[src/hdl/ctf_pkg.sv]
// ctf_pkg: shared types, register codes, reset values and constants for the
// complementary tilt filter. No dependencies.
package ctf_pkg;

   localparam int CSR_IDX_W = 3;

   localparam logic [CSR_IDX_W-1:0] CSR_FILTER_ALPHA = 3'd0;
   localparam logic [CSR_IDX_W-1:0] CSR_ACCEL_LSB    = 3'd1;
   localparam logic [CSR_IDX_W-1:0] CSR_GYRO_LSB     = 3'd2;
   localparam logic [CSR_IDX_W-1:0] CSR_CALIBRATED   = 3'd3;
   localparam logic [CSR_IDX_W-1:0] CSR_TILT_BASE    = 3'd4;
   localparam logic [CSR_IDX_W-1:0] CSR_VIB_BASE     = 3'd5;

   localparam logic [15:0] ALPHA_RST     = 16'd64225;
   localparam logic [15:0] ACCEL_LSB_RST = 16'd16384;
   localparam logic [15:0] GYRO_LSB_RST  = 16'd1310;

   // 5.8 * 9.81 in Q16
   localparam logic [21:0] VIB_K = 22'd3728867;
   // 981 squared, for the 0.1 m/s^2 magnitude threshold
   localparam logic [19:0] THR_K = 20'd962361;

   localparam int PRESCALE   = 14;
   localparam int ATAN_W     = 23;
   localparam int CORDIC_MAX = 24;

   localparam int Q_DEPTH = 2;
   localparam int Q_PTR_W = 1;

   typedef struct packed {
      logic [15:0] filter_alpha;
      logic [15:0] accel_lsb;
      logic [15:0] gyro_lsb;
      logic        calibrated;
      logic [14:0] tilt_base;
      logic [14:0] vib_base;
   } cfg_type;

   typedef struct packed {
      logic [31:0]        sum;
      logic [31:0]        sxz;
      logic [31:0]        syz;
      logic signed [15:0] ay;
      logic signed [16:0] nax;
      logic signed [15:0] gx;
      logic signed [15:0] gy;
      logic [6:0]         dt;
      logic               first;
      logic               sub;
      logic               thr;
   } q_entry_type;

   function automatic logic [15:0] fix_zero(input logic [15:0] v);
      return (v == 16'd0) ? 16'd1 : v;
   endfunction

   // atan(2^-i) in Q16 degrees
   function automatic logic [ATAN_W-1:0] atan_deg(input logic [4:0] idx);
      logic [ATAN_W-1:0] r;
      case (idx)
         5'd0:  r = 23'd2949120;
         5'd1:  r = 23'd1740967;
         5'd2:  r = 23'd919879;
         5'd3:  r = 23'd466945;
         5'd4:  r = 23'd234379;
         5'd5:  r = 23'd117304;
         5'd6:  r = 23'd58666;
         5'd7:  r = 23'd29335;
         5'd8:  r = 23'd14668;
         5'd9:  r = 23'd7334;
         5'd10: r = 23'd3667;
         5'd11: r = 23'd1833;
         5'd12: r = 23'd917;
         5'd13: r = 23'd458;
         5'd14: r = 23'd229;
         5'd15: r = 23'd115;
         5'd16: r = 23'd57;
         5'd17: r = 23'd29;
         5'd18: r = 23'd14;
         5'd19: r = 23'd7;
         5'd20: r = 23'd4;
         5'd21: r = 23'd2;
         5'd22: r = 23'd1;
         default: r = '0;
      endcase
      return r;
   endfunction

endpackage

[src/hdl/ctf_queue.sv]
// ctf_queue: two-entry queue that decouples the front end from the back end.
// Uses ctf_pkg.
module ctf_queue import ctf_pkg::*; (
   input  logic        clock,
   input  logic        reset,
   input  logic        push_valid,
   output logic        push_ready,
   input  q_entry_type push_data,
   output logic        pop_valid,
   input  logic        pop,
   output q_entry_type pop_data
);

   q_entry_type        mem_ff [Q_DEPTH];
   logic [Q_PTR_W-1:0] wr_ptr_ff, rd_ptr_ff;
   logic [Q_PTR_W:0]   count_ff;
   logic               do_push, do_pop;

   assign push_ready = count_ff != (Q_PTR_W+1)'(Q_DEPTH);
   assign pop_valid  = count_ff != '0;
   assign pop_data   = mem_ff[rd_ptr_ff];
   assign do_push    = push_valid && push_ready;
   assign do_pop     = pop && pop_valid;

   always_ff @(posedge clock) begin
      if (reset) begin
         wr_ptr_ff <= '0;
         rd_ptr_ff <= '0;
         count_ff  <= '0;
      end else begin
         if (do_push) begin
            wr_ptr_ff <= wr_ptr_ff + 1'b1;
         end
         if (do_pop) begin
            rd_ptr_ff <= rd_ptr_ff + 1'b1;
         end
         if (do_push && !do_pop) begin
            count_ff <= count_ff + 1'b1;
         end else if (do_pop && !do_push) begin
            count_ff <= count_ff - 1'b1;
         end
      end
      if (do_push) begin
         mem_ff[wr_ptr_ff] <= push_data;
      end
   end

endmodule

[config.mk]
export PLATFORM = sky130hd
export DESIGN_NAME = ctf_queue
export DESIGN_NICKNAME = d
export VERILOG_FILES = /design/src/hdl/ctf_pkg.sv /design/src/hdl/ctf_queue.sv
export SDC_FILE = /design/constraint.sdc
export NUM_CORES = 1
export LEC_CHECK = 0
export ABC_AREA = 1
export BUFFER_PORTS_ARGS = -buffer_cell sky130_fd_sc_hd__buf_4
export CORE_MARGIN = 2
export CORE_UTILIZATION = 40
export CTS_BUF_LIST = sky130_fd_sc_hd__clkbuf_16
export CTS_CLUSTER_DIAMETER = 200
export DETAILED_ROUTE_END_ITERATION = 8
export PLACE_DENSITY = 0.67
export SETUP_SLACK_MARGIN = 0.15
export SYNTH_ARGS = -nofsm -noshare
export SYNTH_HDL_FRONTEND = slang
export SYNTH_SLANG_ARGS = --single-unit
[constraint.sdc]
create_clock -name clock -period 8.5 [get_ports clock]
set_input_delay 0.85 -clock clock [delete_from_list [all_inputs] [get_ports clock]]
set_output_delay 0.85 -clock clock [all_outputs]
set_load 0.1 [all_outputs]
==> results.py <==
metrics = {
    "status": {
        "status": "finished, final reports clean",
    },
    "clock_tree": {
        "cts_tree": "yes",
        "ctsResizeCount": 0,
        "clock-sinks": 347,
        "cts-htree-levels": 2,
        "numCtsBuffers": 38,
        "clock-root-buffer": "clkbuf_16",
        "clkTransAtPathRegs_ns": 0.05,
        "cts_buffer_depth": 3,
        "clock_latency_ns": 0.51,
        "cts_hold_repair.buffers": 0,
        "post_cts.repair.setup_buffers": 0,
    },
    "route": {
        "dr.pass1.iters": 4,
        "drt-vias-per-instance": 4.76,
        "vias": 6527,
        "remaining_drc_errors": 0,
        "ant_nets": 0,
        "wl_um": 26600,
        "drt-wirelength-per-cell_um": 19.4,
        "drtIter0Drc": 291,
    },
    "cells_and_area": {
        "mostFrequentLayoutCells": "buf_4 (351), edfxtp_1 (342), mux2_4 (90), mux2_2 (81), clkbuf_16 (41)",
        "instances_no_fill": 1372,
        "final_common_cell": "buf_4",
        "area_growth_pct": 32.9,
        "design_area_um2": 17200,
        "drive_gt1_share_pct": 59.8,
        "layout.nets": 1118,
    },
    "timing": {
        "fin_setup_tns_ns": 0,
        "tightest_slew_ns": 1.08,
        "finalHoldViolations": 0,
        "fin_ws_ns": 4.53,
        "slew_headroom_pct": 28.3,
        "period_minus_slack_ns": 3.97,
        "skew_ns": 0.00673,
        "holdWs_ns": 0.501,
        "setup_viol": 0,
        "max_freq_ghz": 0.252,
        "fin_crit_sh_pct": 46.7,
        "rsz0062_at_grt": "false",
        "slew_viol_final": 0,
    },
    "floorplanning": {
        "boundaryPins": 348,
        "core-area_um2": 31700,
        "die_w_um": 184,
        "initial_core_util_pct": 40.8,
        "num_rows": 65,
        "die_area_um2": 33800,
        "die_h_um": 184,
    },
    "placement": {
        "dp_slack_ns": 5.02,
        "place.detailed.hpwl_um": 17500,
        "placed_cells": 1304,
        "io_buffers": 347,
        "place_area_um2": 15900,
        "gp_congestion": 0.783,
    },
    "worst_setup_path": {
        "worstPathRequired_ns": 7.65,
        "crit_type": "reg2out",
        "crit_path_end_kind": "primary output",
        "cp.arrival_ns": 3.12,
        "worst_setup_path_start_kind": "flop",
        "crit_fanout": 69,
        "r2r-start": "count_ff[0]",
    },
    "min_path": {
        "hp-start": "rd_ptr_ff",
        "min_path_type": "reg2reg",
    },
    "grt": {
        "grt_pass1_vias": 6960,
        "grt_overflow": 0,
        "track_usage_pct": 15.2,
        "grt_pass1_wl_um": 38700,
        "antenna_found_initial": 3,
        "grt_max_degree": 150,
    },
    "synth": {
        "syn_area_per_cell_um2": 22.7,
        "synth_nets": 745,
        "synth.distinct_cells": 14,
        "syn-instance-count": 569,
        "ys_seq_area_share_pct": 80.2,
        "syn_area_um2": 12900,
        "ys_ff_latch": 347,
        "synth_warnings": 0,
    },
    "power_and_ir_drop": {
        "leakage_nw": 6.61,
        "p_int_w": 0.00383,
        "pwr_density_cell_nw_per_um2": 391,
        "seqPwrFrac_pct": 33.6,
        "combPwrFrac_pct": 42.4,
        "netSwitchingFraction_pct": 43.0,
        "switchingPower_w": 0.00289,
        "ir_drop_uv": 271,
        "clockPowerShare_pct": 23.9,
    },
    "flow_run": {
        "maxCapViolations": 0,
    },
}
-- final timing paths --
kind	cells past startpoint	slack (ns)	end
setup reg to reg	5	5.65	mem_ff[0][81]
setup / recovery	3	4.53	pop_data[26]
hold / removal	2	0.50	rd_ptr_ff
hold reg to reg	2	0.50	rd_ptr_ff
-- critical path: stages, from the launching register on --
cell and delay (ns):
dfxtp_4 0.93, buf_4 0.87, mux2_2 0.43, buf_4 0.23
-- cell usage after synthesis --
cell | number | area [um^2]
a21oi_1 | 2 | 10.0
buf_2 | 8 | 40.0
buf_6 | 11 | 124
dfxtp_1 | 5 | 100
edfxtp_1 | 342 | 10300
ha_1 | 1 | 12.5
inv_1 | 8 | 30.0
mux2_2 | 81 | 912
mux2_4 | 90 | 1350
nand2_1 | 9 | 33.8
nand3_1 | 2 | 10.0
nand4_1 | 1 | 6.26
nor2_1 | 7 | 26.3
o21ai_0 | 2 | 10.0
-- metrics by stage --
stage          util, %  power [W]
2_1_floorplan        -    0.00468
3_3_place_gp      50.3    0.00515
3_5_place_dp      50.3    0.00517
4_1_cts           54.2    0.00680
5_1_grt           54.2    0.00693
6_report          54.2    0.00672
-- state kept, by name, indices dropped and copies added (netlist names), named ones only --
signal     count
rd_ptr_ff      1
mem_ff       342
wr_ptr_ff      1
count_ff       2
-- cells by family (layout without fill, tap and decap cells) --
family                     after synthesis  after routing  synth area share (%)
DFF                                    347            347                  80.2
adders and majority gates                1              1                0.0967
muxes                                  171            171                  17.5
and+or+nand+nor                         19             19                 0.590
AOI/OAI and AO/OA                        4              4                 0.155
other                                    0              3                     0
buffers and inverters                   27            425                  1.50
-- layout make-up --
class                      instances  area (um^2)
multi-input combinational        195         2390
timing repair buffer             352         2660
antenna                            3         7.51
inverter                           8         30.0
clock buffer                      41         1030
tap                              402          503
fill                            2525        14500
clock inverter                    24          208
sequential                       347        10400
-- layer usage --
layer / GRT usage (%) / up-vias / part of all wire (%)
met5: 0 / - / 0
met4: 6.30 / 0 / 3.3
met3: 5.61 / 61 / 9.3
met2: 26.3 / 266 / 51
met1: 16.8 / 3202 / 36
li1: - / 2998 / -
-- power by group through the flow --
stage	combinational, W	sequential, W	clock, W
CTS	0.00288	0.00227	0.00165
detailed placement	0.00287	0.00230	0
global placement	0.00286	0.00229	0
finish	0.00285	0.00226	0.00161
floorplan	0.00238	0.00231	0
global route	0.00293	0.00228	0.00171
No activity file was read; power rests on OpenSTA's default activity.
