==> src/hdl/ctf_pkg.sv <==
// ctf_pkg: shared types, register codes, reset values and constants for the
// complementary tilt filter. No dependencies.
package ctf_pkg;

   localparam int CSR_IDX_W = 3;

   localparam logic [CSR_IDX_W-1:0] CSR_FILTER_ALPHA = 3'd0;
   localparam logic [CSR_IDX_W-1:0] CSR_ACCEL_LSB    = 3'd1;
   localparam logic [CSR_IDX_W-1:0] CSR_GYRO_LSB     = 3'd2;
   localparam logic [CSR_IDX_W-1:0] CSR_CALIBRATED   = 3'd3;
   localparam logic [CSR_IDX_W-1:0] CSR_TILT_BASE    = 3'd4;
   localparam logic [CSR_IDX_W-1:0] CSR_VIB_BASE     = 3'd5;

   localparam logic [15:0] ALPHA_RST     = 16'd64225;
   localparam logic [15:0] ACCEL_LSB_RST = 16'd16384;
   localparam logic [15:0] GYRO_LSB_RST  = 16'd1310;

   // 5.8 * 9.81 in Q16
   localparam logic [21:0] VIB_K = 22'd3728867;
   // 981 squared, for the 0.1 m/s^2 magnitude threshold
   localparam logic [19:0] THR_K = 20'd962361;

   localparam int PRESCALE   = 14;
   localparam int ATAN_W     = 23;
   localparam int CORDIC_MAX = 24;

   localparam int Q_DEPTH = 2;
   localparam int Q_PTR_W = 1;

   typedef struct packed {
      logic [15:0] filter_alpha;
      logic [15:0] accel_lsb;
      logic [15:0] gyro_lsb;
      logic        calibrated;
      logic [14:0] tilt_base;
      logic [14:0] vib_base;
   } cfg_type;

   typedef struct packed {
      logic [31:0]        sum;
      logic [31:0]        sxz;
      logic [31:0]        syz;
      logic signed [15:0] ay;
      logic signed [16:0] nax;
      logic signed [15:0] gx;
      logic signed [15:0] gy;
      logic [6:0]         dt;
      logic               first;
      logic               sub;
      logic               thr;
   } q_entry_type;

   function automatic logic [15:0] fix_zero(input logic [15:0] v);
      return (v == 16'd0) ? 16'd1 : v;
   endfunction

   // atan(2^-i) in Q16 degrees
   function automatic logic [ATAN_W-1:0] atan_deg(input logic [4:0] idx);
      logic [ATAN_W-1:0] r;
      case (idx)
         5'd0:  r = 23'd2949120;
         5'd1:  r = 23'd1740967;
         5'd2:  r = 23'd919879;
         5'd3:  r = 23'd466945;
         5'd4:  r = 23'd234379;
         5'd5:  r = 23'd117304;
         5'd6:  r = 23'd58666;
         5'd7:  r = 23'd29335;
         5'd8:  r = 23'd14668;
         5'd9:  r = 23'd7334;
         5'd10: r = 23'd3667;
         5'd11: r = 23'd1833;
         5'd12: r = 23'd917;
         5'd13: r = 23'd458;
         5'd14: r = 23'd229;
         5'd15: r = 23'd115;
         5'd16: r = 23'd57;
         5'd17: r = 23'd29;
         5'd18: r = 23'd14;
         5'd19: r = 23'd7;
         5'd20: r = 23'd4;
         5'd21: r = 23'd2;
         5'd22: r = 23'd1;
         default: r = '0;
      endcase
      return r;
   endfunction

endpackage

==> src/hdl/ctf_if.sv <==
// ctf_if: valid/ready channel interfaces for samples, results and register
// writes of the complementary tilt filter. No dependencies.
interface ctf_req_if;
   logic               valid;
   logic               ready;
   logic signed [15:0] accel_x;
   logic signed [15:0] accel_y;
   logic signed [15:0] accel_z;
   logic signed [15:0] gyro_x;
   logic signed [15:0] gyro_y;
   logic [15:0]        elapsed_ms;
   logic               restart;
   logic               subtract_baseline;

   modport source (output valid, accel_x, accel_y, accel_z, gyro_x, gyro_y, elapsed_ms,
                   restart, subtract_baseline, input ready);
   modport sink (input valid, accel_x, accel_y, accel_z, gyro_x, gyro_y, elapsed_ms,
                 restart, subtract_baseline, output ready);
endinterface


==> src/hdl/ctf_front.sv <==
// ctf_front: accepts samples, forms squared axes, the magnitude threshold and
// the first-sample flag, and pushes one queue entry per beat. Uses ctf_pkg, ctf_if.
module ctf_front import ctf_pkg::*; (
   input  logic        clock,
   input  logic        reset,
   input  cfg_type     cfg,
   ctf_req_if.sink     req,
   output logic        push_valid,
   input  logic        push_ready,
   output q_entry_type push_data
);

   logic s1_valid_ff, s2_valid_ff, have_prev_ff;
   logic adv1, adv2, accept;

   logic [31:0]        sxx_ff, syy_ff, szz_ff;
   logic signed [15:0] ay_ff, gx_ff, gy_ff;
   logic signed [16:0] nax_ff;
   logic [6:0]         dt_ff;
   logic               first_ff, sub_ff;

   logic signed [31:0] pxx, pyy, pzz;
   logic [6:0]         dt_in;
   logic [15:0]        alsb;

   q_entry_type        s2_ff;
   logic [51:0]        lhs;
   logic [51:0]        rhs;
   logic [31:0]        lsb2_ff;

   assign adv2      = !s2_valid_ff || push_ready;
   assign adv1      = !s1_valid_ff || adv2;
   assign req.ready = adv1;
   assign accept    = req.valid && adv1;
   assign alsb      = fix_zero(cfg.accel_lsb);

   assign pxx = req.accel_x * req.accel_x;
   assign pyy = req.accel_y * req.accel_y;
   assign pzz = req.accel_z * req.accel_z;

   always_comb begin
      if (req.elapsed_ms == 16'd0) begin
         dt_in = 7'd1;
      end else if (req.elapsed_ms > 16'd100) begin
         dt_in = 7'd100;
      end else begin
         dt_in = req.elapsed_ms[6:0];
      end
   end

   // exact threshold: sum * 981^2 > 100 * lsb^2
   assign lhs = 52'(s2_ff.sum) * 52'(THR_K);
   assign rhs = 52'(lsb2_ff) * 52'd100;

   always_comb begin
      push_data     = s2_ff;
      push_data.thr = lhs > rhs;
   end
   assign push_valid = s2_valid_ff;

   always_ff @(posedge clock) begin
      if (reset) begin
         s1_valid_ff  <= 1'b0;
         s2_valid_ff  <= 1'b0;
         have_prev_ff <= 1'b0;
      end else begin
         if (adv1) begin
            s1_valid_ff <= req.valid;
         end
         if (adv2) begin
            s2_valid_ff <= s1_valid_ff;
         end
         if (accept) begin
            have_prev_ff <= 1'b1;
         end
      end
      if (accept) begin
         sxx_ff   <= 32'(pxx);
         syy_ff   <= 32'(pyy);
         szz_ff   <= 32'(pzz);
         ay_ff    <= req.accel_y;
         nax_ff   <= 17'sd0 - 17'(req.accel_x);
         gx_ff    <= req.gyro_x;
         gy_ff    <= req.gyro_y;
         dt_ff    <= dt_in;
         first_ff <= req.restart || !have_prev_ff;
         sub_ff   <= req.subtract_baseline;
      end
      if (adv2 && s1_valid_ff) begin
         s2_ff.sum   <= sxx_ff + syy_ff + szz_ff;
         s2_ff.sxz   <= sxx_ff + szz_ff;
         s2_ff.syz   <= syy_ff + szz_ff;
         s2_ff.ay    <= ay_ff;
         s2_ff.nax   <= nax_ff;
         s2_ff.gx    <= gx_ff;
         s2_ff.gy    <= gy_ff;
         s2_ff.dt    <= dt_ff;
         s2_ff.first <= first_ff;
         s2_ff.sub   <= sub_ff;
         s2_ff.thr   <= 1'b0;
         lsb2_ff     <= 32'(alsb) * 32'(alsb);
      end
   end

endmodule

==> src/flat_wrapper.sv <==
// flat-port wrapper written by rule: the top's interface ports become plain ports
module ctf_front_flat import ctf_pkg::*;
  (clock, reset, cfg, push_valid, push_ready, push_data, req_valid, req_accel_x, req_accel_y, req_accel_z, req_gyro_x, req_gyro_y, req_elapsed_ms, req_restart, req_subtract_baseline, req_ready);
  ctf_req_if req_i ();
  input  logic clock;
  input  logic reset;
  input  cfg_type cfg;
  output logic push_valid;
  input  logic push_ready;
  output q_entry_type push_data;
  input wire logic [$bits(req_i.valid)-1:0] req_valid;
  input wire logic [$bits(req_i.accel_x)-1:0] req_accel_x;
  input wire logic [$bits(req_i.accel_y)-1:0] req_accel_y;
  input wire logic [$bits(req_i.accel_z)-1:0] req_accel_z;
  input wire logic [$bits(req_i.gyro_x)-1:0] req_gyro_x;
  input wire logic [$bits(req_i.gyro_y)-1:0] req_gyro_y;
  input wire logic [$bits(req_i.elapsed_ms)-1:0] req_elapsed_ms;
  input wire logic [$bits(req_i.restart)-1:0] req_restart;
  input wire logic [$bits(req_i.subtract_baseline)-1:0] req_subtract_baseline;
  output wire logic [$bits(req_i.ready)-1:0] req_ready;
  assign req_i.valid = req_valid;
  assign req_i.accel_x = req_accel_x;
  assign req_i.accel_y = req_accel_y;
  assign req_i.accel_z = req_accel_z;
  assign req_i.gyro_x = req_gyro_x;
  assign req_i.gyro_y = req_gyro_y;
  assign req_i.elapsed_ms = req_elapsed_ms;
  assign req_i.restart = req_restart;
  assign req_i.subtract_baseline = req_subtract_baseline;
  assign req_ready = req_i.ready;
  ctf_front u_core (.clock(clock), .reset(reset), .cfg(cfg), .req(req_i), .push_valid(push_valid), .push_ready(push_ready), .push_data(push_data));
endmodule
==> config.mk <==
export PLATFORM = sky130hd
export DESIGN_NAME = ctf_front_flat
export DESIGN_NICKNAME = d
export VERILOG_FILES = /design/src/hdl/ctf_pkg.sv /design/src/hdl/ctf_if.sv /design/src/hdl/ctf_front.sv /design/src/flat_wrapper.sv
export SDC_FILE = /design/constraint.sdc
export NUM_CORES = 2
export LEC_CHECK = 0
export BUFFER_PORTS_ARGS = -buffer_cell sky130_fd_sc_hd__buf_2
export CAP_MARGIN = 20
export CORE_MARGIN = 2
export CORE_UTILIZATION = 47
export CTS_CLUSTER_DIAMETER = 80
export DETAILED_ROUTE_END_ITERATION = 12
export GPL_TIMING_DRIVEN = 0
export PLACE_DENSITY = 0.75
export SKIP_LAST_GASP = 1
export SYNTH_ARGS = -nofsm -noshare
export SYNTH_HDL_FRONTEND = slang
export SYNTH_SLANG_ARGS = --single-unit
==> constraint.sdc <==
create_clock -name clock -period 12.9 [get_ports clock]
set_input_delay 1.935 -clock clock [delete_from_list [all_inputs] [get_ports clock]]
set_output_delay 1.935 -clock clock [all_outputs]
set_load 0.02 [all_outputs]
==> flow_summary_export.csv <==
group,metric,value,unit
layout,layout.nets,9076,
setup_path,crit_arrival,10570,ps
clock_tree,clock_latency,620,ps
clock_tree,clock_sinks,369,
placement,hpwl,134000,um
logic_synthesis,synthesis.instances,6452,
min_path,min_to,"u_core.push_data[46]",
timing,hold_violations,0,
drt,wl_per_cell,17.9,um
global_route,grt_max_degree,60,
layout,drive_gt1_share,6.29,%
logic_synthesis,synth_area_leaders,"fa_1, edfxtp_1, ha_1",
clock_tree,clockBufferDepth,3,
floorplan,start_util,47.3,%
clock_tree,cts-root-buf,"clkbuf_16",
placement,routabilityCongestion,0.963,
layout,fillers,12400,
logic_synthesis,synth_top_cell_area_share,37.2,%
drt,postRouteWirelength,156000,um
drt,vias,45100,
clock_tree,cts_tree,"done",
min_path,hold_depth,0,
drt,viasPerCell,5.16,
timing,slew_viol_final,0,
floorplan,pin_count,354,
logic_synthesis,ys_seq_area_share,16.8,%
floorplan,die_h,378,um
setup_path,r2r-start,"u_core.szz_ff[5]",
timing,finalClockSkew,53.2,ps
logic_synthesis,syn_area_per_cell,10.2,um^2
setup_path,rrSetupSlack,8270,ps
logic_synthesis,netlist_area,65800,um^2
timing,min_period,12510,ps
global_route,grt_first_pass_wirelength,255000,um
setup_path,crit_path_end_kind,"output pin",
drt,drc,0,
logic_synthesis,async_flop_share,0,%
setup_path,crit_type,"reg2out",
drt,drt_iter0_markers,2819,
timing,max-slew-margin-rel,37.7,%
global_route,grt-ovfl-total,0,
setup_path,crit_top_cell,"fa_1",
logic_synthesis,yosys_register_bits,369,
layout,post-route-util,51.4,%
min_path,hold_start,"u_core.nax_ff[4]",
timing,fmax,0.0799,GHz
logic_synthesis,synth_edf_count,366,
logic_synthesis,ys_types,76,
global_route,first_global_vias,48800,
timing,period_share,97.0,%
outcome,status,"completed",
logic_synthesis,yosysMostFrequentCell,"inv_1",
setup_path,r2r-end,"u_core.push_data[170]",
clock_tree,path_clk_slew,60,ps
timing,setup_viol,0,
setup_path,cp.required,10970,ps
logic_synthesis,yosys.area.top_type,"fa_1",
drt,detail-route-antenna-nets,0,
clock_tree,htreeDepth,2,
setup_path,slowest_stage,"or4_1",
layout,stdcell_area,71600,um^2
floorplan,die-area,143000,um^2
logic_synthesis,ys.flop_type,"edfxtp_1",
min_path,worstHoldPathType,"reg2reg",
setup_path,setup.worst_path.start_class,"flop",
setup_path,slowest_delay,630,ps
layout,areaGrowthSynthToFinish,8.79,%
setup_path,critical_path_peak_fanout,5,
drt,first_pass_iters,6,
floorplan,die_w,378,um
placement,place_area,69800,um^2
logic_synthesis,ys_top_cells_by_count,"inv_1, fa_1, ha_1, nand2_1, edfxtp_1",
logic_synthesis,ys.warnings.count,0,
floorplan,fp.coreArea,139000,um^2
floorplan,rows,137,
clock_tree,cts_buffers,43,
setup_path,rr_worst_depth,13,
timing,tightest_slew,910,ps
global_route,grtUsageTotal,22.7,%
placement,portBuffers,283,
job,max_cap_violations,0,
global_route,antenna_found_initial,16,
worst max-delay path, delay by kind of cell (launching register included):
family / cells / cell delay [ps]
adder cells (fa/ha/maj): 9 / 4280
XOR/XNOR: 1 / 150
AO/OA/AOI/OAI: 8 / 1370
buffers and inverters: 5 / 880
flip-flops: 1 / 560
AND/OR/NAND/NOR: 10 / 2700
cell families (layout without fill, tap and decap cells):
group | Yosys count | in the layout | share of synthesized area [%]
compound gates | 675 | 675 | 6.68
xor+xnor | 306 | 306 | 4.07
fa+ha+maj | 2074 | 2074 | 53.4
buf+inv | 1908 | 2308 | 10.9
flops | 369 | 369 | 16.8
mux | 4 | 4 | 0.0665
other cells | 2 | 7 | 0.0114
simple gates | 1114 | 1114 | 8.13
final cells by class:
| type | count | area, um^2 | share of cell area [%] |
|---|---|---|---|
| clock buffer | 47 | 1110 | 1.55 |
| multi-input combinational | 4178 | 47600 | 66.5 |
| antenna | 2 | 5.00 | 0.00699 |
| inverter | 1802 | 6760 | 9.45 |
| clock inverter | 32 | 433 | 0.605 |
| sequential | 369 | 11100 | 15.4 |
| tap | 1876 | 2350 | 3.28 |
| timing repair buffer | 321 | 1850 | 2.58 |
| buffer | 106 | 398 | 0.556 |
worst max-delay path by stage:
| stage | from | endpoint | slack, ps | cells after the start |
|---|---|---|---|---|
| after floorplan | push_ready | u_core.lsb2_ff[0] | 1230 | 2 |
| after global placement | push_ready | u_core.push_data[48] | -4100 | 3 |
| after detailed placement | u_core.push_data[151] | push_data[0] | 730 | 31 |
| after CTS | u_core.push_data[151] | push_data[0] | 20 | 31 |
| after global routing | u_core.push_data[142] | push_data[0] | -10 | 33 |
| final | u_core.push_data[147] | push_data[0] | 390 | 33 |
placed cells by master (no fill, tap or decap), types with 46 or more instances in the layout:
cell type / synthesis / final
inv_1: 1794 / 1794
fa_1: 1223 / 1223
ha_1: 851 / 851
nand2_1: 373 / 373
edfxtp_1: 366 / 366
buf_2: 0 / 283
nor2_1: 238 / 238
xnor2_1: 216 / 216
a21oi_1: 208 / 208
and2_1: 183 / 182
o21ai_0: 110 / 110
clkbuf_1: 105 / 108
a21o_1: 96 / 96
xor2_1: 90 / 90
o21a_1: 64 / 64
nand3_1: 57 / 57
nor3_1: 55 / 55
nand2b_1: 49 / 49
nor2b_1: 47 / 46
layer usage:
layer	track usage (%)	share of wire, %	wire, um
met1	30.3	42	65100
met2	38.3	49	76400
met3	4.07	7.0	10900
met4	5.50	2.5	3870
met5	0	0.013	20
metrics by stage:
step | TNS, ps | instances | setup WS (ps) | hold WS [ps]
after floorplan | 0 | 6455 | 1230 | 400
after global placement | -813110 | 8614 | -4100 | 400
after detailed placement | 0 | 8623 | 730 | 405
after CTS | 0 | 8702 | 20.6 | 417
after global routing | -12.2 | 8732 | -12.2 | 424
final | 0 | 8733 | 392 | 415
flip-flops by register name, indices dropped and copies added, names as in the netlist, 7 cells and up:
| register | cells |
|---|---|
| u_core.syy_ff | 30 |
| u_core.dt_ff | 7 |
| u_core.nax_ff | 17 |
| u_core.gx_ff | 16 |
| u_core.ay_ff | 16 |
| u_core.push_data | 170 |
| u_core.sxx_ff | 30 |
| u_core.lsb2_ff | 31 |
| u_core.gy_ff | 16 |
| u_core.szz_ff | 31 |
what timing repair did:
action | 4_1_cts | 5_1_grt
resized for setup | 0 | 4
endpoints found under the setup margin | 0 | 1
setup buffers | 0 | 29
hold buffers | 0 | 0
hold endpoints to repair | 0 | 0
Power is not shown: default switching activity piles up to over one toggle a cycle in this logic, so the estimate is an artifact.
